`src/rtl/rrt_pkg.sv`:
```
// ----------------------------------------------------------------------------
// rrt_pkg
// Shared types and constants of the reserved region table.
// ----------------------------------------------------------------------------
package rrt_pkg;

  // Default table depth
  localparam int unsigned MAX_RANGES_DEF = 16;

  // Field widths
  localparam int unsigned OP_W    = 2;
  localparam int unsigned VA_W    = 47;
  localparam int unsigned PAGES_W = 36;
  localparam int unsigned LIM_W   = 48;
  localparam int unsigned GAP_W   = 32;
  localparam int unsigned ST_W    = 3;
  localparam int unsigned PAGE_SH = 12;
  // Internal address arithmetic width (no sum overflows this)
  localparam int unsigned AW      = 51;

  // Config register port
  localparam int unsigned APB_AW = 5;
  localparam int unsigned APB_DW = 64;
  localparam logic [1:0] REG_LIMIT = 2'd0;
  localparam logic [1:0] REG_DFLT  = 2'd1;
  localparam logic [1:0] REG_GAP   = 2'd2;

  localparam logic [LIM_W-1:0] LIMIT_RST = 48'h8000_0000_0000;
  localparam logic [VA_W-1:0]  DFLT_RST  = 47'h7FFF_0000_0000;
  localparam logic [GAP_W-1:0] GAP_RST   = 32'd4096;

  // Operation codes
  localparam logic [OP_W-1:0] OP_RESERVE = 2'd0;
  localparam logic [OP_W-1:0] OP_CHECK   = 2'd1;
  localparam logic [OP_W-1:0] OP_SELECT  = 2'd2;

  // Status codes
  localparam logic [ST_W-1:0] ST_OK           = 3'd0;
  localparam logic [ST_W-1:0] ST_BAD_ARG      = 3'd1;
  localparam logic [ST_W-1:0] ST_OVERLAP      = 3'd2;
  localparam logic [ST_W-1:0] ST_FULL         = 3'd3;
  localparam logic [ST_W-1:0] ST_NOT_RESERVED = 3'd4;
  localparam logic [ST_W-1:0] ST_NO_SPACE     = 3'd5;

  // Controller to datapath commands
  typedef struct packed {
    logic load;
    logic pre;
    logic step;
    logic insert;
  } rrt_cmd_t;

  // Datapath to controller status
  typedef struct packed {
    logic pre_done;
    logic scan_done;
    logic need_insert;
  } rrt_sts_t;

endpackage

```
`src/rtl/rrt_if.sv`:
```
// ----------------------------------------------------------------------------
// rrt_if
// Valid/ready channels for request and response words.
// ----------------------------------------------------------------------------
interface rrt_req_if;
  import rrt_pkg::*;
  logic               valid;
  logic               ready;
  logic [OP_W-1:0]    operation;
  logic [VA_W-1:0]    base_address;
  logic [PAGES_W-1:0] page_count;
  modport source (output valid, operation, base_address, page_count, input ready);
  modport sink   (input valid, operation, base_address, page_count, output ready);
endinterface

interface rrt_rsp_if;
  import rrt_pkg::*;
  logic            valid;
  logic            ready;
  logic [ST_W-1:0] status;
  logic [VA_W-1:0] stack_base;
  modport source (output valid, status, stack_base, input ready);
  modport sink   (input valid, status, stack_base, output ready);
endinterface

```
`src/rtl/rrt_regs.sv`:
```
// ----------------------------------------------------------------------------
// rrt_regs
// APB configuration registers: low-half limit, default stack base, gap.
// ----------------------------------------------------------------------------
module rrt_regs import rrt_pkg::*; (
  input  logic              clk_i,
  input  logic              rst_ni,
  input  logic              psel,
  input  logic              penable,
  input  logic              pwrite,
  input  logic [APB_AW-1:0] paddr,
  input  logic [APB_DW-1:0] pwdata,
  output logic [APB_DW-1:0] prdata,
  output logic              pready,
  output logic [LIM_W-1:0]  limit_o,
  output logic [VA_W-1:0]   dflt_o,
  output logic [GAP_W-1:0]  gap_o
);

  logic [LIM_W-1:0] limit_q;
  logic [VA_W-1:0]  dflt_q;
  logic [GAP_W-1:0] gap_q;
  logic [1:0]       idx;
  logic             wr_en;

  assign pready = 1'b1;
  assign idx    = paddr[4:3];
  assign wr_en  = psel && penable && pwrite;

  // register writes
  always_ff @(posedge clk_i or negedge rst_ni) begin
    if (!rst_ni) begin
      limit_q <= LIMIT_RST;
      dflt_q  <= DFLT_RST;
      gap_q   <= GAP_RST;
    end else if (wr_en) begin
      case (idx)
        REG_LIMIT: limit_q <= pwdata[LIM_W-1:0];
        REG_DFLT:  dflt_q  <= pwdata[VA_W-1:0];
        REG_GAP:   gap_q   <= pwdata[GAP_W-1:0];
        default: ;
      endcase
    end
  end

  // read mux
  always_comb begin
    case (idx)
      REG_LIMIT: prdata = {{(APB_DW-LIM_W){1'b0}}, limit_q};
      REG_DFLT:  prdata = {{(APB_DW-VA_W){1'b0}}, dflt_q};
      REG_GAP:   prdata = {{(APB_DW-GAP_W){1'b0}}, gap_q};
      default:   prdata = '0;
    endcase
  end

  assign limit_o = limit_q;
  assign dflt_o  = dflt_q;
  assign gap_o   = gap_q;

endmodule

```
`src/rtl/rrt_ctrl.sv`:
```
// ----------------------------------------------------------------------------
// rrt_ctrl
// Sequencer: load, argument checks, table scan, insert, result hold.
// ----------------------------------------------------------------------------
module rrt_ctrl import rrt_pkg::*; (
  input  logic     clk_i,
  input  logic     rst_ni,
  input  logic     in_valid_i,
  output logic     in_ready_o,
  output logic     out_valid_o,
  input  logic     out_ready_i,
  output rrt_cmd_t cmd_o,
  input  rrt_sts_t sts_i
);

  localparam logic [2:0] S_IDLE = 3'd0;
  localparam logic [2:0] S_PRE  = 3'd1;
  localparam logic [2:0] S_SCAN = 3'd2;
  localparam logic [2:0] S_INS  = 3'd3;
  localparam logic [2:0] S_OUT  = 3'd4;

  logic [2:0] state_q, state_d;

  assign in_ready_o  = (state_q == S_IDLE);
  assign out_valid_o = (state_q == S_OUT);

  // next state and commands
  always_comb begin
    state_d = state_q;
    cmd_o   = '0;
    case (state_q)
      S_IDLE: begin
        if (in_valid_i) begin
          cmd_o.load = 1'b1;
          state_d    = S_PRE;
        end
      end
      S_PRE: begin
        cmd_o.pre = 1'b1;
        state_d   = sts_i.pre_done ? S_OUT : S_SCAN;
      end
      S_SCAN: begin
        cmd_o.step = 1'b1;
        if (sts_i.scan_done) begin
          state_d = sts_i.need_insert ? S_INS : S_OUT;
        end
      end
      S_INS: begin
        cmd_o.insert = 1'b1;
        state_d      = S_OUT;
      end
      S_OUT: begin
        if (out_ready_i) begin
          state_d = S_IDLE;
        end
      end
      default: state_d = S_IDLE;
    endcase
  end

  always_ff @(posedge clk_i or negedge rst_ni) begin
    if (!rst_ni) begin
      state_q <= S_IDLE;
    end else begin
      state_q <= state_d;
    end
  end

endmodule

```
`src/rtl/rrt_dp.sv`:
```
// ----------------------------------------------------------------------------
// rrt_dp
// Datapath: sorted range table, one-entry-per-cycle scan, sorted insert.
// ----------------------------------------------------------------------------
module rrt_dp import rrt_pkg::*; #(
  parameter int unsigned MaxRanges = MAX_RANGES_DEF,
  localparam int unsigned CntW = $clog2(MaxRanges + 1)
) (
  input  logic               clk_i,
  input  logic               rst_ni,
  input  rrt_cmd_t           cmd_i,
  output rrt_sts_t           sts_o,
  input  logic [OP_W-1:0]    op_i,
  input  logic [VA_W-1:0]    base_i,
  input  logic [PAGES_W-1:0] pages_i,
  input  logic [LIM_W-1:0]   limit_i,
  input  logic [VA_W-1:0]    dflt_i,
  input  logic [GAP_W-1:0]   gap_i,
  output logic [ST_W-1:0]    status_o,
  output logic [VA_W-1:0]    stack_base_o,
  output logic [CntW-1:0]    count_o
);

  localparam int unsigned IdxW = (MaxRanges > 1) ? $clog2(MaxRanges) : 1;
  localparam logic [AW-1:0] PageMask = AW'(12'hFFF);
  localparam logic [AW-1:0] VaMax    = {{(AW-VA_W){1'b0}}, {VA_W{1'b1}}};

  logic [OP_W-1:0]    op_q;
  logic [VA_W-1:0]    base_q;
  logic [PAGES_W-1:0] pages_q;
  logic [AW-1:0]      cand_q;
  logic [CntW-1:0]    idx_q, at_q, count_q;
  logic [ST_W-1:0]    status_q;
  logic [VA_W-1:0]    sbase_q;
  logic [VA_W-1:0]    rb_q [MaxRanges];
  logic [PAGES_W-1:0] rp_q [MaxRanges];

  logic [AW-1:0]   pbytes, base_x, limit_x, rb, re, lb, le, cand_up, cand_init;
  logic            meet, at_end, hit, fin_bad, bad_arg, pre_fin;
  logic [ST_W-1:0] pre_st, hit_st;

  // operand views
  assign pbytes  = {{(AW-PAGES_W-PAGE_SH){1'b0}}, pages_q, {PAGE_SH{1'b0}}};
  assign base_x  = {{(AW-VA_W){1'b0}}, base_q};
  assign limit_x = {{(AW-LIM_W){1'b0}}, limit_i};

  // current table entry and overlap test
  assign rb = {{(AW-VA_W){1'b0}}, rb_q[idx_q[IdxW-1:0]]};
  assign re = rb + {{(AW-PAGES_W-PAGE_SH){1'b0}}, rp_q[idx_q[IdxW-1:0]], {PAGE_SH{1'b0}}};
  assign lb = (op_q == OP_SELECT) ? cand_q : base_x;
  assign le = lb + pbytes;
  assign meet   = !((le <= rb) || (re <= lb));
  assign at_end = (idx_q == count_q);

  // next first-fit candidate: past range end plus gap, page aligned up
  assign cand_up = (re + {{(AW-GAP_W){1'b0}}, gap_i} + PageMask) & ~PageMask;
  assign cand_init = {{(AW-VA_W){1'b0}}, ((base_q != '0) ? base_q : dflt_i)} & ~PageMask;
  assign fin_bad = ((cand_q + pbytes) > limit_x) || (cand_q > VaMax);

  // argument checks
  assign bad_arg = (pages_q == '0) || (base_q[PAGE_SH-1:0] != '0) ||
                   (base_x >= limit_x) || ((base_x + pbytes) > limit_x);

  always_comb begin
    pre_fin = 1'b1;
    pre_st  = ST_BAD_ARG;
    case (op_q)
      OP_RESERVE: begin
        if (bad_arg) begin
          pre_st = ST_BAD_ARG;
        end else if (count_q >= CntW'(MaxRanges)) begin
          pre_st = ST_FULL;
        end else begin
          pre_st  = ST_OK;
          pre_fin = 1'b0;
        end
      end
      OP_CHECK: begin
        pre_st  = ST_NOT_RESERVED;
        pre_fin = (pages_q == '0);
      end
      OP_SELECT: begin
        pre_st  = (pages_q == '0) ? ST_BAD_ARG : ST_OK;
        pre_fin = (pages_q == '0);
      end
      default: ;
    endcase
  end

  // per-entry decision
  always_comb begin
    hit    = 1'b0;
    hit_st = ST_OK;
    if (!at_end) begin
      case (op_q)
        OP_RESERVE: begin
          hit    = meet;
          hit_st = ST_OVERLAP;
        end
        OP_CHECK: begin
          hit    = (base_x >= rb) && ((base_x + pbytes) <= re);
          hit_st = ST_OK;
        end
        OP_SELECT: begin
          hit    = (base_q != '0) && meet;
          hit_st = ST_OVERLAP;
        end
        default: ;
      endcase
    end
  end

  // status to the controller
  assign sts_o = '{pre_done:    pre_fin,
                   scan_done:   at_end || hit,
                   need_insert: at_end && (op_q == OP_RESERVE)};

  // control and result registers
  always_ff @(posedge clk_i or negedge rst_ni) begin
    if (!rst_ni) begin
      count_q <= '0;
    end else if (cmd_i.insert) begin
      count_q <= count_q + CntW'(1);
    end
  end

  always_ff @(posedge clk_i) begin
    if (cmd_i.load) begin
      op_q    <= op_i;
      base_q  <= base_i;
      pages_q <= pages_i;
      sbase_q <= '0;
    end
    if (cmd_i.pre) begin
      status_q <= pre_st;
      idx_q    <= '0;
      at_q     <= count_q;
      cand_q   <= cand_init;
    end
    if (cmd_i.step) begin
      if (at_end) begin
        if (op_q == OP_SELECT) begin
          if (fin_bad) begin
            status_q <= ST_NO_SPACE;
          end else begin
            sbase_q <= cand_q[VA_W-1:0];
          end
        end
      end else if (hit) begin
        status_q <= hit_st;
      end else begin
        idx_q <= idx_q + CntW'(1);
        if ((op_q == OP_RESERVE) && (at_q == count_q) && (base_x < rb)) begin
          at_q <= idx_q;
        end
        if ((op_q == OP_SELECT) && meet) begin
          cand_q <= cand_up;
        end
      end
    end
  end

  // sorted insert: entries from the slot up to the fill shift by one
  always_ff @(posedge clk_i) begin
    if (cmd_i.insert) begin
      for (int unsigned j = 0; j < MaxRanges; j++) begin
        if (CntW'(j) == at_q) begin
          rb_q[j] <= base_q;
          rp_q[j] <= pages_q;
        end else if ((j > 0) && (CntW'(j) > at_q) && (CntW'(j) <= count_q)) begin
          rb_q[j] <= rb_q[(j > 0) ? j - 1 : 0];
          rp_q[j] <= rp_q[(j > 0) ? j - 1 : 0];
        end
      end
    end
  end

  assign status_o     = status_q;
  assign stack_base_o = sbase_q;
  assign count_o      = count_q;

endmodule

```
`src/rtl/reserved_region_table.sv`:
```
// ----------------------------------------------------------------------------
// reserved_region_table
// Sorted table of reserved virtual-address ranges with reserve, check and
// stack-base selection.
// ----------------------------------------------------------------------------
// One request word is handled at a time. A request is loaded and its
// arguments are checked; unless the checks settle it, the scan then visits
// the stored ranges, one entry per cycle, until a hit or the end of the
// table, and a successful reserve is inserted before the response word is
// offered. The next request is taken once the response word has been
// accepted.
module reserved_region_table import rrt_pkg::*; #(
  parameter int unsigned MaxRanges = MAX_RANGES_DEF
) (
  input  logic              clk_i,
  input  logic              rst_ni,
  rrt_req_if.sink           req_i,
  rrt_rsp_if.source         rsp_o,
  input  logic              psel,
  input  logic              penable,
  input  logic              pwrite,
  input  logic [APB_AW-1:0] paddr,
  input  logic [APB_DW-1:0] pwdata,
  output logic [APB_DW-1:0] prdata,
  output logic              pready
);

  localparam int unsigned CntW = $clog2(MaxRanges + 1);

  logic [LIM_W-1:0] limit;
  logic [VA_W-1:0]  dflt;
  logic [GAP_W-1:0] gap;
  logic [CntW-1:0]  count;
  rrt_cmd_t         cmd;
  rrt_sts_t         sts;

  rrt_regs u_regs (
    .clk_i, .rst_ni, .psel, .penable, .pwrite, .paddr, .pwdata, .prdata, .pready,
    .limit_o (limit),
    .dflt_o  (dflt),
    .gap_o   (gap)
  );

  rrt_ctrl u_ctrl (
    .clk_i, .rst_ni,
    .in_valid_i  (req_i.valid),
    .in_ready_o  (req_i.ready),
    .out_valid_o (rsp_o.valid),
    .out_ready_i (rsp_o.ready),
    .cmd_o       (cmd),
    .sts_i       (sts)
  );

  rrt_dp #(.MaxRanges(MaxRanges)) u_dp (
    .clk_i, .rst_ni,
    .cmd_i        (cmd),
    .sts_o        (sts),
    .op_i         (req_i.operation),
    .base_i       (req_i.base_address),
    .pages_i      (req_i.page_count),
    .limit_i      (limit),
    .dflt_i       (dflt),
    .gap_i        (gap),
    .status_o     (rsp_o.status),
    .stack_base_o (rsp_o.stack_base),
    .count_o      (count)
  );

  // a response is never pending while a new request is taken
  a_no_overlap: assert property (@(posedge clk_i) disable iff (!rst_ni)
    !(rsp_o.valid && req_i.ready))
    else $error("request taken while response pending");

  // fill never exceeds depth
  a_fill_bound: assert property (@(posedge clk_i) disable iff (!rst_ni)
    count <= CntW'(MaxRanges))
    else $error("range count beyond table depth");

  // table fill changes only on insert, where it moves by one
  a_fill_step: assert property (@(posedge clk_i) disable iff (!rst_ni)
    !cmd.insert |=> $stable(count))
    else $error("range count changed without insert");

endmodule

```
`src/flat_wrapper.sv`:
```
// flat-port wrapper written by rule: the top's interface ports become plain ports
module reserved_region_table_flat import rrt_pkg::*;
#(
  parameter int unsigned MaxRanges = MAX_RANGES_DEF
)
  (clk_i, rst_ni, psel, penable, pwrite, paddr, pwdata, prdata, pready, req_i_valid, req_i_operation, req_i_base_address, req_i_page_count, req_i_ready, rsp_o_valid, rsp_o_status, rsp_o_stack_base, rsp_o_ready);
  rrt_req_if req_i_i ();
  rrt_rsp_if rsp_o_i ();
  input  logic clk_i;
  input  logic rst_ni;
  input  logic psel;
  input  logic penable;
  input  logic pwrite;
  input  logic [APB_AW-1:0] paddr;
  input  logic [APB_DW-1:0] pwdata;
  output logic [APB_DW-1:0] prdata;
  output logic pready;
  input wire logic [$bits(req_i_i.valid)-1:0] req_i_valid;
  input wire logic [$bits(req_i_i.operation)-1:0] req_i_operation;
  input wire logic [$bits(req_i_i.base_address)-1:0] req_i_base_address;
  input wire logic [$bits(req_i_i.page_count)-1:0] req_i_page_count;
  output wire logic [$bits(req_i_i.ready)-1:0] req_i_ready;
  output wire logic [$bits(rsp_o_i.valid)-1:0] rsp_o_valid;
  output wire logic [$bits(rsp_o_i.status)-1:0] rsp_o_status;
  output wire logic [$bits(rsp_o_i.stack_base)-1:0] rsp_o_stack_base;
  input wire logic [$bits(rsp_o_i.ready)-1:0] rsp_o_ready;
  assign req_i_i.valid = req_i_valid;
  assign req_i_i.operation = req_i_operation;
  assign req_i_i.base_address = req_i_base_address;
  assign req_i_i.page_count = req_i_page_count;
  assign req_i_ready = req_i_i.ready;
  assign rsp_o_valid = rsp_o_i.valid;
  assign rsp_o_status = rsp_o_i.status;
  assign rsp_o_stack_base = rsp_o_i.stack_base;
  assign rsp_o_i.ready = rsp_o_ready;
  reserved_region_table #(.MaxRanges(MaxRanges)) u_core (.clk_i(clk_i), .rst_ni(rst_ni), .req_i(req_i_i), .rsp_o(rsp_o_i), .psel(psel), .penable(penable), .pwrite(pwrite), .paddr(paddr), .pwdata(pwdata), .prdata(prdata), .pready(pready));
endmodule
```
`config.mk`:
```
export PLATFORM = sky130hd
export DESIGN_NAME = reserved_region_table_flat
export DESIGN_NICKNAME = d
export VERILOG_FILES = /design/src/rtl/rrt_pkg.sv /design/src/rtl/rrt_if.sv /design/src/rtl/rrt_regs.sv /design/src/rtl/rrt_ctrl.sv /design/src/rtl/rrt_dp.sv /design/src/rtl/reserved_region_table.sv /design/src/flat_wrapper.sv
export SDC_FILE = /design/constraint.sdc
export NUM_CORES = 2
export LEC_CHECK = 0
export BUFFER_PORTS_ARGS = -buffer_cell sky130_fd_sc_hd__buf_2
export CORE_MARGIN = 2
export CORE_UTILIZATION = 25
export DETAILED_ROUTE_END_ITERATION = 16
export GPL_ROUTABILITY_DRIVEN = 1
export SLEW_MARGIN = 20
export SYNTH_ARGS = -nofsm -noshare
export SYNTH_HDL_FRONTEND = slang
export SYNTH_SLANG_ARGS = --single-unit
```
`constraint.sdc`:
```
create_clock -name clk_i -period 20.5 [get_ports clk_i]
set_input_delay 1.025 -clock clk_i [delete_from_list [all_inputs] [get_ports clk_i]]
set_output_delay 1.025 -clock clk_i [all_outputs]
set_load 0.1 [all_outputs]
```
==> impl_metrics.py <==
metrics = {
    "timing": {
        "rsz0062_at_grt": "false",
        "clock.fmax_ghz": 0.09068,
        "period_share_pct": 53.80,
        "skew_ns": 0.07475,
        "setup_viol_count_final": 0,
        "setup_tns_ns": 0,
        "tightestPinTransition_ns": 1.246,
        "report.final.slew_viol_count": 0,
        "hold_viol_final": 0,
        "period_needed_ns": 11.03,
        "slew_headroom_pct": 16.14,
    },
    "route": {
        "wire_per_inst_um": 27.65,
        "vias_per_cell": 5.255,
        "antenna_left": 0,
        "first_pass_iters": 6,
        "num_vias": 64280,
        "drt_wl_total_mm": 338.3,
        "route.detailed.drc": 0,
        "first_iter_violations": 6611,
    },
    "placed_design": {
        "dp.cells": 11910,
        "port_buffers": 241,
        "place_hpwl_mm": 221.4,
        "gp_congestion": 0.9399,
    },
    "clock_network": {
        "cts-resized-gates": 0,
        "cts_max_path_buffers": 4,
        "clk_pin_slew_ns": 0.06,
        "cts_sinks": 1659,
        "cts_buffers": 178,
        "post_cts_buffers": 0,
        "insertion_delay_ns": 0.87,
        "clock-root-buffer": "clkbuf_16",
        "holdBufCountCts": 0,
        "cts_tree": "done",
        "htree_levels": 4,
    },
    "synth": {
        "synth_top_area_cell": "edfxtp_1",
        "synth_most_common_cell": "edfxtp_1",
        "synthArstFlopShare_pct": 8.137,
        "synthesis.area_mm2": 0.09606,
        "synth_edf_count": 1413,
        "netlist-cell-type-count": 95,
        "synthTopCellsByCount": "edfxtp_1, mux2_2, ha_1",
        "synth_area_per_cell_um2": 13.98,
        "synth_seq_area_share_pct": 50.03,
        "synth.area.top_cells": "edfxtp_1, mux2_2, mux4_2",
        "synthCells": 6873,
        "synth_top_area_share_pct": 44.17,
        "ys_warn_count": 0,
        "synth_seq_cells": 1659,
        "synth_ff_type": "edfxtp_1",
    },
    "critical_path": {
        "start_kind": "register",
        "crit_slowest_cell": "buf_4",
        "cpPeakStageDelay_ns": 0.80,
        "path_max_fanout": 101,
        "required_ns": 21.23,
        "cp.arrival_ns": 11.76,
        "end_kind": "register",
        "crit_type": "register to register",
    },
    "global_route": {
        "grt_start_max_net_pins": 123,
        "grt_pass1_vias": 65540,
        "track_usage_pct": 16.76,
        "grt_first_pass_wirelength_mm": 477.8,
        "antenna_found_initial": 36,
        "grt_overflow": 0,
    },
    "floorplan": {
        "fp.dieW_um": 623.9,
        "die_h_um": 623.9,
        "die_area_mm2": 0.3892,
        "rows": 227,
        "start_util_pct": 25.13,
        "io_pins": 278,
        "core-area_mm2": 0.3823,
    },
    "final_layout": {
        "drive_above_1_share_pct": 35.85,
        "fin_nets": 7737,
        "final_cells": 12230,
        "final_util_pct": 28.61,
        "syn_to_final_growth_pct": 13.86,
    },
    "power": {
        "ir_worst_vdd_v": 0.00009937,
        "cellLeakagePower_nw": 39.01,
        "p_per_area_mw_per_mm2": 143.4,
    },
    "run": {
        "max-cap-violations": 0,
    },
    "outcome": {
        "outcome": "complete, no violations",
    },
    "worst_hold_path": {
        "hp-class": "primary input to async pin",
    },
}
[where the power goes]
part / internal [W] / switching (W) / total [W]
sequential: 0.00399 / 0.000284 / 0.00428
combinational: 0.00332 / 0.00486 / 0.00818
clock: 0.00180 / 0.00143 / 0.00323
total: 0.00912 / 0.00657 / 0.0157
[area by class of cell]
cell class,instances,area [um^2]
Antenna cell,6,15.01
Clock buffer,223,4760
Clock inverter,94,849.6
Fill cell,38310,272900
Inverter,280,1051
Multi-Input combinational cell,4521,45620
Sequential cell,1659,48070
Tap cell,5038,6304
Timing Repair Buffer,411,2700
[cell families (layout without fill, tap and decap cells)]
family / count (synthesis) / in the layout / share of synthesized area (%)
AND/OR/NAND/NOR: 886 / 886 / 4.640
AO/OA/AOI/OAI: 977 / 977 / 6.480
flip-flops: 1659 / 1659 / 50.03
other: 2 / 23 / 0.007818
XOR/XNOR: 158 / 158 / 1.441
buffers and inverters: 708 / 1008 / 2.888
adder cells (fa/ha/maj): 527 / 527 / 6.892
multiplexers: 1956 / 1956 / 27.63
[through the flow]
step | setup slack, ns | power (W) | hold slack [ns] | area (um^2)
after global routing | 8.968 | 0.01660 | 0.1738 | 109400
after floorplan | 12.15 | 0.009934 | 0.4483 | 96110
after detailed placement | 9.552 | 0.01241 | 0.4757 | 103700
after global placement | 9.606 | 0.01227 | 0.4623 | 103700
final | 9.472 | 0.01569 | 0.1420 | 109400
after CTS | 9.515 | 0.01567 | 0.1278 | 109400
[sequential cells by signal, indices dropped and copies added, names as in the netlist]
signal	count
u_core.u_dp.at_q	5
u_core.u_dp.cand_q	51
u_core.u_regs.limit_o	48
u_core.u_dp.status_o	3
u_core.u_regs.dflt_o	47
u_core.u_regs.gap_o	32
u_core.u_ctrl.state_q	3
u_core.u_dp.rp_q	576
u_core.u_dp.op_q	2
u_core.u_dp.rb_q	752
u_core.u_dp.pages_q	36
u_core.u_dp.base_q	47
u_core.u_dp.stack_base_o	47
u_core.u_dp.count_o	5
u_core.u_dp.idx_q	5
[final timing paths]
kind / to / depth (start not counted) / slack (ns) / startpoint
max: u_core.u_dp.cand_q[16] / 25 / 9.47 / u_core.u_dp.idx_q[0]
min: u_core.u_regs.dflt_o[25] / 1 / 0.14 / rst_ni
max reg2reg: u_core.u_dp.cand_q[16] / 25 / 9.47 / u_core.u_dp.idx_q[0]
min reg2reg: u_core.u_dp.stack_base_o[0] / 2 / 0.48 / u_core.u_dp.stack_base_o[0]
max in group asynchronous: u_core.u_regs.dflt_o[8] / 2 / 19.22 / rst_ni
min in group clk_i: u_core.u_dp.base_q[5] / 1 / 0.33 / req_i_base_address[5]
[worst max-delay path: cells and delay by family, from the launching register on]
family / cells / cell delay (ns)
flops: 1 / 0.68
xor+xnor: 1 / 0.54
simple gates: 8 / 2.36
fa+ha+maj: 3 / 1.14
compound gates: 6 / 1.92
mux: 3 / 1.64
buf+inv: 4 / 2.22
[cell usage in the layout (no fill, tap or decap), drive strengths merged, types with 44 or more instances in the layout]
cell and count:
a21o 168, a21oi 313, buf 411, clkbuf 223, clkinv 59, dfrtp 118, dfxtp 111, edfxtp 1413
ha 521, inv 292, mux2 1441, mux2i 103, mux4 412, nand2 232, nand3 66, nand4 81
nor2 184, nor2b 82, nor3 48, o21a 44, o21ai 214, xnor2 106, xor2 52
[metal layers]
metal	part of all wire, %	wire length (um)	GRT usage (%)
met2	47	159600	27.88
met1	40	134100	21.09
met5	0.020	67	0
met3	8.2	27720	3.131
met4	5.0	16780	7.536
Power figures use the tool's default switching activity.
